[src/rtl/assert_macros.svh]
// ----------------------------------------------------------------------------
// assert_macros.svh
// Assertion shorthands shared by the neighbor count design.
// ----------------------------------------------------------------------------
`ifndef ASSERT_MACROS_SVH
`define ASSERT_MACROS_SVH

// Same-cycle implication, disabled while reset is active.
`define CHK_IMPL(name, clk, rstn, ante, cons, msg) \
	name: assert property (@(posedge clk) disable iff (!rstn) (ante) |-> (cons)) \
		else $error(msg);

// Next-cycle implication, disabled while reset is active.
`define CHK_NEXT(name, clk, rstn, ante, cons, msg) \
	name: assert property (@(posedge clk) disable iff (!rstn) (ante) |=> (cons)) \
		else $error(msg);

`endif

[src/rtl/mnc_pkg.sv]
// ----------------------------------------------------------------------------
// mnc_pkg
// Shared types and constants of the mine neighbor count block.
// ----------------------------------------------------------------------------
package mnc_pkg;

	localparam int CFG_W        = 6;
	localparam int MAX_SIZE_DEF = 32;
	localparam logic [CFG_W-1:0] GRID_RESET = 6'd32;

	localparam int TDATA_W = 8;
	localparam int COUNT_W = 4;

	localparam int QDEPTH = 4;
	localparam int QAW    = 2;
	localparam int QCW    = 3;

	// One reported cell: the three rows of its 3x3 window, bit 1 is the cell column.
	typedef struct packed {
		logic [2:0] above;
		logic [2:0] mid;
		logic [2:0] below;
		logic       row_end;
		logic       grid_end;
	} job_t;

	// Up to two cells enter the queue in one cycle.
	typedef struct packed {
		logic [1:0] cnt;
		job_t       j0;
		job_t       j1;
	} push_t;

	// Queue status seen by the front and back parts.
	typedef struct packed {
		logic [QCW-1:0] free;
		logic           not_empty;
	} qstat_t;

endpackage

[src/rtl/mnc_front.sv]
// ----------------------------------------------------------------------------
// mnc_front
// Takes cells, keeps three row buffers and turns each cell into window jobs.
// ----------------------------------------------------------------------------
`include "assert_macros.svh"

module mnc_front #(
	parameter int MAX_SIZE = mnc_pkg::MAX_SIZE_DEF
) (
	input  logic                     clk,
	input  logic                     arst_n,
	input  logic [mnc_pkg::CFG_W-1:0] grid_size,
	input  logic                     cfg_we,
	input  logic                     in_valid,
	output logic                     in_ready,
	input  logic                     in_bit,
	input  mnc_pkg::qstat_t          qstat,
	output mnc_pkg::push_t           push
);
	import mnc_pkg::*;

	localparam int IW = (MAX_SIZE > 1) ? $clog2(MAX_SIZE) : 1;
	localparam logic [CFG_W:0] MAX_CMP = MAX_SIZE[CFG_W:0];

	logic [MAX_SIZE-1:0] older_q, middle_q, cur_q, cur_upd;
	logic [IW-1:0]       row_q, col_q, fcol_q, n_m1, col_m1;
	logic                flush_q;
	logic                accept, last_col, last_row, e1, e2, flush_go;
	job_t                job_a, job_b, job_f;

	function automatic logic [2:0] win3(input logic [MAX_SIZE-1:0] row,
		input logic [IW-1:0] idx);
		logic [MAX_SIZE+1:0] pad;
		pad = {1'b0, row, 1'b0};
		return pad[idx +: 3];
	endfunction

	always_comb begin
		if (grid_size == '0) begin
			n_m1 = '0;
		end else if ({1'b0, grid_size} > MAX_CMP) begin
			n_m1 = IW'(MAX_SIZE - 1);
		end else begin
			n_m1 = IW'(grid_size - 1'b1);
		end
	end

	assign in_ready = !flush_q && (qstat.free >= QCW'(2));
	assign accept   = in_valid && in_ready;
	assign flush_go = flush_q && (qstat.free != '0);
	assign last_col = (col_q == n_m1);
	assign last_row = (row_q == n_m1);
	assign e1       = (row_q != '0) && (col_q != '0);
	assign e2       = (row_q != '0) && last_col;
	assign col_m1   = IW'(col_q - 1'b1);
	assign cur_upd  = cur_q | (MAX_SIZE'(in_bit) << col_q);

	always_comb begin
		job_a.above    = win3(older_q, col_m1);
		job_a.mid      = win3(middle_q, col_m1);
		job_a.below    = win3(cur_upd, col_m1);
		job_a.row_end  = 1'b0;
		job_a.grid_end = 1'b0;
		job_b.above    = win3(older_q, col_q);
		job_b.mid      = win3(middle_q, col_q);
		job_b.below    = win3(cur_upd, col_q);
		job_b.row_end  = 1'b1;
		job_b.grid_end = 1'b0;
		job_f.above    = win3(middle_q, fcol_q);
		job_f.mid      = win3(cur_q, fcol_q);
		job_f.below    = 3'b000;
		job_f.row_end  = (fcol_q == n_m1);
		job_f.grid_end = (fcol_q == n_m1);
	end

	always_comb begin
		push.cnt = 2'd0;
		push.j0  = job_b;
		push.j1  = job_b;
		if (flush_go) begin
			push.cnt = 2'd1;
			push.j0  = job_f;
		end else if (accept) begin
			push.cnt = {1'b0, e1} + {1'b0, e2};
			push.j0  = e1 ? job_a : job_b;
		end
	end

	always_ff @(posedge clk or negedge arst_n) begin
		if (!arst_n) begin
			older_q  <= '0;
			middle_q <= '0;
			cur_q    <= '0;
			row_q    <= '0;
			col_q    <= '0;
			fcol_q   <= '0;
			flush_q  <= 1'b0;
		end else if (cfg_we) begin
			older_q  <= '0;
			middle_q <= '0;
			cur_q    <= '0;
			row_q    <= '0;
			col_q    <= '0;
			fcol_q   <= '0;
			flush_q  <= 1'b0;
		end else if (flush_go) begin
			if (fcol_q == n_m1) begin
				older_q  <= '0;
				middle_q <= '0;
				cur_q    <= '0;
				row_q    <= '0;
				col_q    <= '0;
				fcol_q   <= '0;
				flush_q  <= 1'b0;
			end else begin
				fcol_q <= IW'(fcol_q + 1'b1);
			end
		end else if (accept) begin
			if (last_col) begin
				if (last_row) begin
					cur_q   <= cur_upd;
					fcol_q  <= '0;
					flush_q <= 1'b1;
				end else begin
					older_q  <= middle_q;
					middle_q <= cur_upd;
					cur_q    <= '0;
					row_q    <= IW'(row_q + 1'b1);
					col_q    <= '0;
				end
			end else begin
				cur_q <= cur_upd;
				col_q <= IW'(col_q + 1'b1);
			end
		end
	end

	`CHK_IMPL(a_flush_blocks_input, clk, arst_n, flush_q, !in_ready, "input taken during flush")
	`CHK_NEXT(a_last_cell_flushes, clk, arst_n, accept && last_col && last_row && !cfg_we, flush_q, "final cell did not start flush")
	`CHK_IMPL(a_flush_end_clears, clk, arst_n, $fell(flush_q), (row_q == '0) && (col_q == '0), "indices not cleared after flush")

endmodule

[src/rtl/mnc_queue.sv]
// ----------------------------------------------------------------------------
// mnc_queue
// Short job queue between front and back; up to two writes and one read per cycle.
// ----------------------------------------------------------------------------
`include "assert_macros.svh"

module mnc_queue (
	input  logic            clk,
	input  logic            arst_n,
	input  mnc_pkg::push_t  push,
	input  logic            pop,
	output mnc_pkg::job_t   pop_job,
	output mnc_pkg::qstat_t qstat
);
	import mnc_pkg::*;

	job_t           mem_q [QDEPTH];
	logic [QAW-1:0] wr_q, rd_q;
	logic [QCW-1:0] cnt_q;

	assign qstat.free      = QCW'(QDEPTH) - cnt_q;
	assign qstat.not_empty = (cnt_q != '0);
	assign pop_job         = mem_q[rd_q];

	always_ff @(posedge clk) begin
		if (push.cnt != 2'd0) begin
			mem_q[wr_q] <= push.j0;
		end
		if (push.cnt == 2'd2) begin
			mem_q[QAW'(wr_q + 1'b1)] <= push.j1;
		end
	end

	always_ff @(posedge clk or negedge arst_n) begin
		if (!arst_n) begin
			wr_q  <= '0;
			rd_q  <= '0;
			cnt_q <= '0;
		end else begin
			wr_q  <= QAW'(wr_q + push.cnt);
			rd_q  <= QAW'(rd_q + pop);
			cnt_q <= QCW'(cnt_q + push.cnt - pop);
		end
	end

	`CHK_IMPL(a_no_overflow, clk, arst_n, 1'b1, QCW'(push.cnt) <= qstat.free, "queue overflow")
	`CHK_IMPL(a_no_underflow, clk, arst_n, pop, qstat.not_empty, "pop from empty queue")
	`CHK_IMPL(a_count_bound, clk, arst_n, 1'b1, cnt_q <= QCW'(QDEPTH), "queue count out of range")

endmodule

[src/rtl/mnc_back.sv]
// ----------------------------------------------------------------------------
// mnc_back
// Counts neighbor mines of each queued window and holds the output beat.
// ----------------------------------------------------------------------------
`include "assert_macros.svh"

module mnc_back (
	input  logic                       clk,
	input  logic                       arst_n,
	input  mnc_pkg::job_t              job,
	input  logic                       job_avail,
	output logic                       pop,
	output logic                       out_valid,
	input  logic                       out_ready,
	output logic                       out_mine,
	output logic [mnc_pkg::COUNT_W-1:0] out_count,
	output logic                       out_row_end,
	output logic                       out_grid_end
);
	import mnc_pkg::*;

	logic               valid_q, mine_q, row_end_q, grid_end_q;
	logic [COUNT_W-1:0] count_q, count_c;

	assign pop = job_avail && (!valid_q || out_ready);

	always_comb begin
		if (job.mid[1]) begin
			count_c = '0;
		end else begin
			count_c = COUNT_W'(job.above[0]) + COUNT_W'(job.above[1])
				+ COUNT_W'(job.above[2]) + COUNT_W'(job.mid[0])
				+ COUNT_W'(job.mid[2]) + COUNT_W'(job.below[0])
				+ COUNT_W'(job.below[1]) + COUNT_W'(job.below[2]);
		end
	end

	always_ff @(posedge clk or negedge arst_n) begin
		if (!arst_n) begin
			valid_q <= 1'b0;
		end else if (pop) begin
			valid_q <= 1'b1;
		end else if (out_ready) begin
			valid_q <= 1'b0;
		end
	end

	always_ff @(posedge clk) begin
		if (pop) begin
			mine_q     <= job.mid[1];
			count_q    <= count_c;
			row_end_q  <= job.row_end;
			grid_end_q <= job.grid_end;
		end
	end

	assign out_valid    = valid_q;
	assign out_mine     = mine_q;
	assign out_count    = count_q;
	assign out_row_end  = row_end_q;
	assign out_grid_end = grid_end_q;

	`CHK_IMPL(a_mine_zero_count, clk, arst_n, valid_q && mine_q, count_q == '0, "mine cell with nonzero count")
	`CHK_IMPL(a_grid_end_row_end, clk, arst_n, valid_q && grid_end_q, row_end_q, "grid end not at row end")
	`CHK_NEXT(a_hold, clk, arst_n, valid_q && !out_ready, valid_q && $stable(count_q), "stalled beat changed")

endmodule

[src/rtl/mine_neighbor_count_top.sv]
// ----------------------------------------------------------------------------
// mine_neighbor_count_top
// Streaming minesweeper neighbor count over a square grid.
// ----------------------------------------------------------------------------
// Cells enter on the slave stream in row-major order, one beat per cell, with
// the mine flag in s_tdata bit 0. Each master beat reports one cell: its mine
// flag and neighbor count in m_tdata, tlast on the last column of a row and
// tuser on the last cell of the grid. Reports trail the input by one row and
// one column; the final cell of a grid flushes the whole last row.
// A cell is taken every cycle while s_tready is high; a beat that closes a
// row after the first queues two reports. Reports pass through the job queue
// and the output register on their way to the master side. The final cell
// starts a flush, one report per grid column, during which s_tready is low.
// A four-entry job queue separates the row buffers from the counting stage,
// so a stalled receiver stops input only once the queue lacks room for two.
// Reset clears all rows and positions and sets the grid size to 32. Writing
// cfg_wdata with cfg_we starts a fresh grid; sizes of 0 act as 1 and sizes
// above MAX_SIZE act as MAX_SIZE.
// ----------------------------------------------------------------------------
module mine_neighbor_count_top #(
	parameter int MAX_SIZE = mnc_pkg::MAX_SIZE_DEF
) (
	input  logic                        clk,
	input  logic                        arst_n,
	input  logic                        cfg_we,
	input  logic [mnc_pkg::CFG_W-1:0]   cfg_wdata,
	input  logic                        s_tvalid,
	output logic                        s_tready,
	input  logic [mnc_pkg::TDATA_W-1:0] s_tdata,  // [0] is_mine, [7:1] zero
	output logic                        m_tvalid,
	input  logic                        m_tready,
	output logic [mnc_pkg::TDATA_W-1:0] m_tdata,  // [0] cell_is_mine, [4:1] mine_count
	output logic                        m_tlast,
	output logic [0:0]                  m_tuser   // [0] grid_end
);
	import mnc_pkg::*;

	logic [CFG_W-1:0]   grid_size_q;
	push_t              push;
	qstat_t             qstat;
	job_t               pop_job;
	logic               pop, out_mine, out_grid_end;
	logic [COUNT_W-1:0] out_count;

	always_ff @(posedge clk or negedge arst_n) begin
		if (!arst_n) begin
			grid_size_q <= GRID_RESET;
		end else if (cfg_we) begin
			grid_size_q <= cfg_wdata;
		end
	end

	mnc_front #(.MAX_SIZE(MAX_SIZE)) u_front (
		.clk       (clk),
		.arst_n    (arst_n),
		.grid_size (grid_size_q),
		.cfg_we    (cfg_we),
		.in_valid  (s_tvalid),
		.in_ready  (s_tready),
		.in_bit    (s_tdata[0]),
		.qstat     (qstat),
		.push      (push)
	);

	mnc_queue u_queue (
		.clk     (clk),
		.arst_n  (arst_n),
		.push    (push),
		.pop     (pop),
		.pop_job (pop_job),
		.qstat   (qstat)
	);

	mnc_back u_back (
		.clk          (clk),
		.arst_n       (arst_n),
		.job          (pop_job),
		.job_avail    (qstat.not_empty),
		.pop          (pop),
		.out_valid    (m_tvalid),
		.out_ready    (m_tready),
		.out_mine     (out_mine),
		.out_count    (out_count),
		.out_row_end  (m_tlast),
		.out_grid_end (out_grid_end)
	);

	assign m_tdata    = {(TDATA_W - COUNT_W - 1)'(0), out_count, out_mine};
	assign m_tuser[0] = out_grid_end;

endmodule

[config.mk]
export PLATFORM = sky130hd
export DESIGN_NAME = mine_neighbor_count_top
export DESIGN_NICKNAME = d
export VERILOG_FILES = /design/src/rtl/mnc_pkg.sv /design/src/rtl/mnc_front.sv /design/src/rtl/mnc_queue.sv /design/src/rtl/mnc_back.sv /design/src/rtl/mine_neighbor_count_top.sv
export VERILOG_INCLUDE_DIRS = /design/src /design/src/rtl
export SDC_FILE = /design/constraint.sdc
export NUM_CORES = 1
export LEC_CHECK = 0
export BUFFER_PORTS_ARGS = -buffer_cell sky130_fd_sc_hd__buf_2
export CAP_MARGIN = 30
export CORE_MARGIN = 2
export CORE_UTILIZATION = 55
export DETAILED_ROUTE_END_ITERATION = 7
export PLACE_DENSITY = 0.74
export SYNTH_ARGS = -nofsm -noshare
export SYNTH_HDL_FRONTEND = slang
export SYNTH_HIERARCHICAL = 1
export SYNTH_SLANG_ARGS = --single-unit
[constraint.sdc]
create_clock -name clk -period 3.91 [get_ports clk]
set_clock_uncertainty 0.2 [all_clocks]
set_input_delay 0.5865 -clock clk [delete_from_list [all_inputs] [get_ports clk]]
set_output_delay 0.5865 -clock clk [all_outputs]
set_load 0.1 [all_outputs]
### Yosys cells after proc, flatten, opt, wreduce, memory -nomap -nowiden

Memories as Yosys holds them, arrays and structs flattened.
Cells that the tools add are included.

| storage, ports and cells | value |
|---|---|
| register bits after elaboration | 133 |
| bits in latches | 0 |
| memory bits (writable) | 44 |
| ROM bits | 0 |
| bits of input ports | 19 |
| logic and storage cells | 129 |
| memories kept | 1 |

| operators by class | value |
|---|---|
| add/sub/neg operators | 19 |
| multipliers | 0 |
| divide/modulo/power cells | 0 |
| magnitude comparators | 2 |
| equality and inequality tests | 7 |
| shifts and indexed selects | 9 |
| multiplexer cells | 50 |
| bitwise logic cells | 1 |
| reductions and logical operators | 24 |

Memories:

| name | words | bits a word | rd ports | clocked after memory_dff | wr ports | RTL line | source |
|---|---|---|---|---|---|---|---|
| u_queue.mem_q | 4 | 11 | 1 | 0 | 2 | mnc_queue.sv:17 | `job_t mem_q [QDEPTH];` |

Operator list:

| kind | number |
|---|---|
| $mux W32 | 16 |
| $shiftx A34 B6 Y3 | 8 |
| $mux W5 | 19 |
| $or A32 B32 Y32 | 1 |
| $shl A1 B5 Y32 | 1 |
| $mux W13 | 2 |
| $add A4 B1 Y4 | 6 |
| $add A5 B1 Y5 const B | 3 |
| $eq A5 B5 Y1 | 3 |
| $reduce_bool A3 Y1 | 5 |
| $mux W1 | 12 |
| $mux W11 | 1 |
| $reduce_bool A5 Y1 | 2 |
| $sub A5 B1 Y5 const B | 2 |
| $reduce_and A4 Y1 | 2 |
| $gt A6 B6 Y1 const B | 1 |
| $logic_and A1 B1 Y1 | 6 |
| $logic_not A6 Y1 | 1 |
| $ne A3 B3 Y1 const B | 2 |
| $reduce_and A3 Y1 | 2 |
| $add A1 B1 Y2 | 2 |
| $ne A4 B4 Y1 const B | 1 |
| $reduce_bool A2 Y1 | 2 |
| $add A3 B2 Y3 | 1 |
| other kinds (10) | 11 |

### Depth between registers and ports, before layout

| logic depth | value |
|---|---|
| word-level depth | 11 |
| mapped depth | 18 |

### Modules after synthesis

The synthesis kept the hierarchy.

By module, submodules not included:

| module | instances | cells an instance | area an instance (um^2) | seq. area each (um^2) |
|---|---|---|---|---|
| mnc_front | 1 | 1135 | 11583.6 | 2802.7 |
| mnc_queue | 1 | 148 | 2671.3 | 1496.4 |
| mnc_back | 1 | 35 | 449.2 | 235.2 |
| mine_neighbor_count_top | 1 | 18 | 286.5 | 151.4 |

### Worst setup path before layout

OpenSTA, ideal clock, no wires.

| timing | value |
|---|---|
| path type | register to register |
| start | register u_queue.cnt_q[0] |
| end | memory u_queue/mem_q[0][0] in the netlist's numbering (enable) |
| setup time | 0.397 ns |
| arrival time | 4.058 ns |
| data required time | 3.313 ns |
| setup slack | -0.745 ns |
| cell stages (with the launch flop) | 13 |
| period minus slack after synthesis | 4.655 ns |
| cell sequence | dfrtp_1 > inv_1 > ha_1 > ha_1 > inv_1 > nor2_1 > nor2_1 > and2_1 > clkbuf_1 > nand2_1 > nand2_1 > nor2_1 > o31ai_1 |

RTL lines:

| item | RTL line | source |
|---|---|---|
| from (decl) | mnc_queue.sv:19 | `logic [QCW-1:0] cnt_q;` |
| from (signal assigned) | mnc_queue.sv:42 | `cnt_q <= QCW'(cnt_q + push.cnt - pop);` |
| to (decl) | mnc_queue.sv:17 |  |

==> flow_metrics.env <==
export IMPL_synth_avg_cell_area_um2=11.2
export IMPL_slew_viol_final=0
export IMPL_place_gp_congestion=0.959
export IMPL_synth_async_sr_flop_share_pct=71.2
export IMPL_top_usage_layer="met2"
export IMPL_seq_area_frac_synth_pct=31.3
export IMPL_port_buffer_count=20
export IMPL_core_area_um2=26900
export IMPL_grt_setup_unrepaired="yes"
export IMPL_cp_cell_sequence="inv_2, ha_4, or4b_4, nand2_4, a31oi_4, o311ai_2, nand4_1, nor2_1, ha_1, nand2_2, nand2_4, buf_6, and4bb_4, clkbuf_16, mux2_4"
export IMPL_tritoncts="yes"
export IMPL_synthMuxAreaShare_pct=34.4
export IMPL_drt_wirelength_per_cell_um=25.2
export IMPL_placedCellCount=1618
export IMPL_critPathMostFrequentCell="nand2_4"
export IMPL_slowest_stage="or4b_4"
export IMPL_die_w_um=169
export IMPL_num_vias=11925
export IMPL_multiInputGateArea_um2=9550
export IMPL_regArea_um2=4690
export IMPL_synthTopCellsByArea="mux4_2, dfrtp_1, edfxtp_1, mux2i_1, a21oi_1"
export IMPL_grt_pass1_wl_um=67000
export IMPL_hold_class="primary input to asynchronous set/reset pin"
export IMPL_cap_violations=0
export IMPL_ctsHoldBuffers=0
export IMPL_drtPass1Iterations=5
export IMPL_rows=60
export IMPL_synth_compound_area_share_pct=15.4
export IMPL_critPathMaxStageDelay_ns=0.51
export IMPL_clk_latency_ns=0.44
export IMPL_synth_top_area_cell="mux4_2"
export IMPL_cts_buffer_depth=2
export IMPL_ys_seq_elements=177
export IMPL_synth_edff_count=51
export IMPL_grtUsageMet2_pct=47.6
export IMPL_design_area_um2=16300
export IMPL_dieArea_um2=28600
export IMPL_synth_xor_area_share_pct=1.05
export IMPL_tns_ns=0
export IMPL_fin_cells=1667
export IMPL_nets=1354
export IMPL_fmaxAchievable_mhz=261
export IMPL_area_growth_pct=9.00
export IMPL_overflow=0
export IMPL_worst_ep_required_time_ns=3.89
export IMPL_min_period_ns=3.83
export IMPL_grt_max_degree=72
export IMPL_via_per_inst=7.15
export IMPL_peakVddDrop_uv=379
export IMPL_grt_pass1_vias=11494
export IMPL_dp_hpwl_um=28400
export IMPL_netlist_area_leader_share_pct=23.3
export IMPL_grt_use_met3_pct=6.31
export IMPL_slew_limit_headroom_pct=33.1
export IMPL_wl_um=42000
export IMPL_synthSimpleGateAreaFrac_pct=9.52
export IMPL_cts_sinks=177
export IMPL_ys_flop_type="dfrtp_1"
export IMPL_cts_buffers=17
export IMPL_synth_top_family_by_area="multiplexers"
export IMPL_synth_cells=1336
export IMPL_p_leak_nw=6.26
export IMPL_grt_usage_pct=30.1
export IMPL_path_max_fanout=6
export IMPL_hold_violations=0
export IMPL_path_class="register to register"
export IMPL_use_met1_pct=42.3
export IMPL_start_util_pct=55.8
export IMPL_synthesis_area_um2=15000
export IMPL_path_clk_slew_ns=0.07
export IMPL_crit_arrival_ns=3.81
export IMPL_drt_initial_drc_count=1590
export IMPL_dpl_cell_area_um2=15500
export IMPL_cp_end_kind="register"
export IMPL_start_kind="register"
export IMPL_synthAdderAreaFrac_pct=2.24
export IMPL_worstMarginPinSlew_ns=0.993
export IMPL_finalSetupViolations=0
export IMPL_finalCritPeriodShare_pct=97.9
export IMPL_die_y_um=169
export IMPL_yosysUniqueCellTypes=87
export IMPL_ant_nets=0
export IMPL_power_density_nw_per_um2=519
export IMPL_yosysWarnings=6
export IMPL_drc=0
export IMPL_htree_levels=4
export IMPL_nFillCells=2115
export IMPL_drive_gt1_share_pct=31.9
export IMPL_status="finished clean"
export IMPL_grt_antenna_before_repair=1
export IMPL_root_buffer="clkbuf_16"
export IMPL_pin_count=31
==> critical path: cells and delay by family (launching register included) <==
family / cells / cell delay (ns)
flops: 1 / 0.40
fa+ha+maj: 2 / 0.38
compound gates: 2 / 0.39
buf+inv: 3 / 0.39
simple gates: 7 / 1.51
mux: 1 / 0.29
==> where the power goes <==
part           internal (mW)  total (mW)  leakage (nW)  switching, mW
combinational           1.78        4.54          3.78           2.76
sequential              2.06        2.21          2.19          0.146
clock                  0.949        1.74         0.294          0.787
==> flip-flops by register name (all words and copies together), names as in the netlist, 3 cells and up <==
register	count
u_front/fcol_q	5
u_back/out_count	4
u_front/col_q	5
grid_size_q	6
u_front/row_q	5
u_front/middle_q	32
u_front/older_q	32
u_queue/mem_q	44
u_front/cur_q	32
u_queue/cnt_q	3
==> placed cells by master (no fill, tap or decap), drive strengths merged, types with 26 or more instances in the layout <==
cell	count
a211oi	26
a21oi	121
a22o	36
buf	112
dfrtp	125
edfxtp	51
inv	41
mux2	68
mux2i	81
mux4	155
nand2	61
nor2	95
o211ai	26
o21ai	37
==> metal layers <==
layer  vias up  share of wire, %  wire length, µm
met3        91               9.5             3980
li1       5160                 -                -
met5         -                 0                0
met1      5937                41            17000
met2       737                47            19700
met4         0               3.1             1310
==> repair_timing <==
| item | in CTS | in global routing |
|---|---|---|
| setup endpoints to repair | 28 | 62 |
| gates cloned | 0 | 1 |
| gates resized for setup | 2 | 22 |
| setup buffers | 1 | 14 |
| pin swaps | 2 | 8 |
==> path summary, 6_finish.rpt <==
| check | slack [ns] | startpoint | end | cells after the start |
|---|---|---|---|---|
| min in group clk | 0.18 | cfg_wdata[4] | grid_size_q[4] | 2 |
| setup / recovery | 0.08 | grid_size_q[1] | u_queue/mem_q[3][0] | 15 |
| max in group asynchronous | 2.62 | arst_n | u_front/older_q[27] | 2 |
| hold reg to reg | 0.31 | u_back/out_valid | u_back/out_valid | 2 |
| hold / removal | 0.05 | arst_n | grid_size_q[3] | 1 |
| setup reg to reg | 0.08 | grid_size_q[1] | u_queue/mem_q[3][0] | 15 |
==> cells by family (layout without fill, tap and decap cells) <==
family | after synthesis | in the layout
xor+xnor | 18 | 18
compound gates | 339 | 339
flops | 177 | 177
buf+inv | 195 | 182
other cells | 3 | 6
simple gates | 276 | 276
fa+ha+maj | 24 | 24
mux | 304 | 304
==> cell type report <==
cell class	instances	share of cell area (%)
diodes	1	0.0153
flip-flops and latches	177	28.7
repair buffers	113	5.74
clock inverters	12	0.727
inverters	37	0.850
well taps	341	2.61
multi-input cells	966	58.5
clock buffers	20	2.86
==> synthesized netlist by cell type, types with 15 or more instances <==
cell type,n
mux2_4,25
buf_2,38
o21ai_0,37
mux4_2,155
o2bb2ai_1,21
edfxtp_1,51
nor2_1,94
dfrtp_1,125
mux2_2,43
nor4_1,15
mux2i_1,81
a21o_1,17
ha_1,18
buf_1,17
inv_1,34
clkbuf_1,77
nand3_1,21
o211ai_1,26
a22o_1,36
nand2_1,59
a211oi_1,26
buf_4,15
a21oi_1,120
==> through the flow <==
stage / hold slack, ns / utilization [%] / power [mW] / setup slack, ns
6_report: 0.0472 / 60.8 / 8.48 / 0.0823
5_1_grt: 0.124 / 60.8 / 8.94 / -0.0516
4_1_cts: 0.107 / 60.0 / 8.43 / 0.00185
3_5_place_dp: 0.304 / 57.7 / 6.67 / -0.0268
3_3_place_gp: 0.287 / 57.6 / 6.55 / 0.0204
2_1_floorplan: 0.0909 / - / 5.66 / -0.0270
No activity file was read; power rests on OpenSTA's default activity.
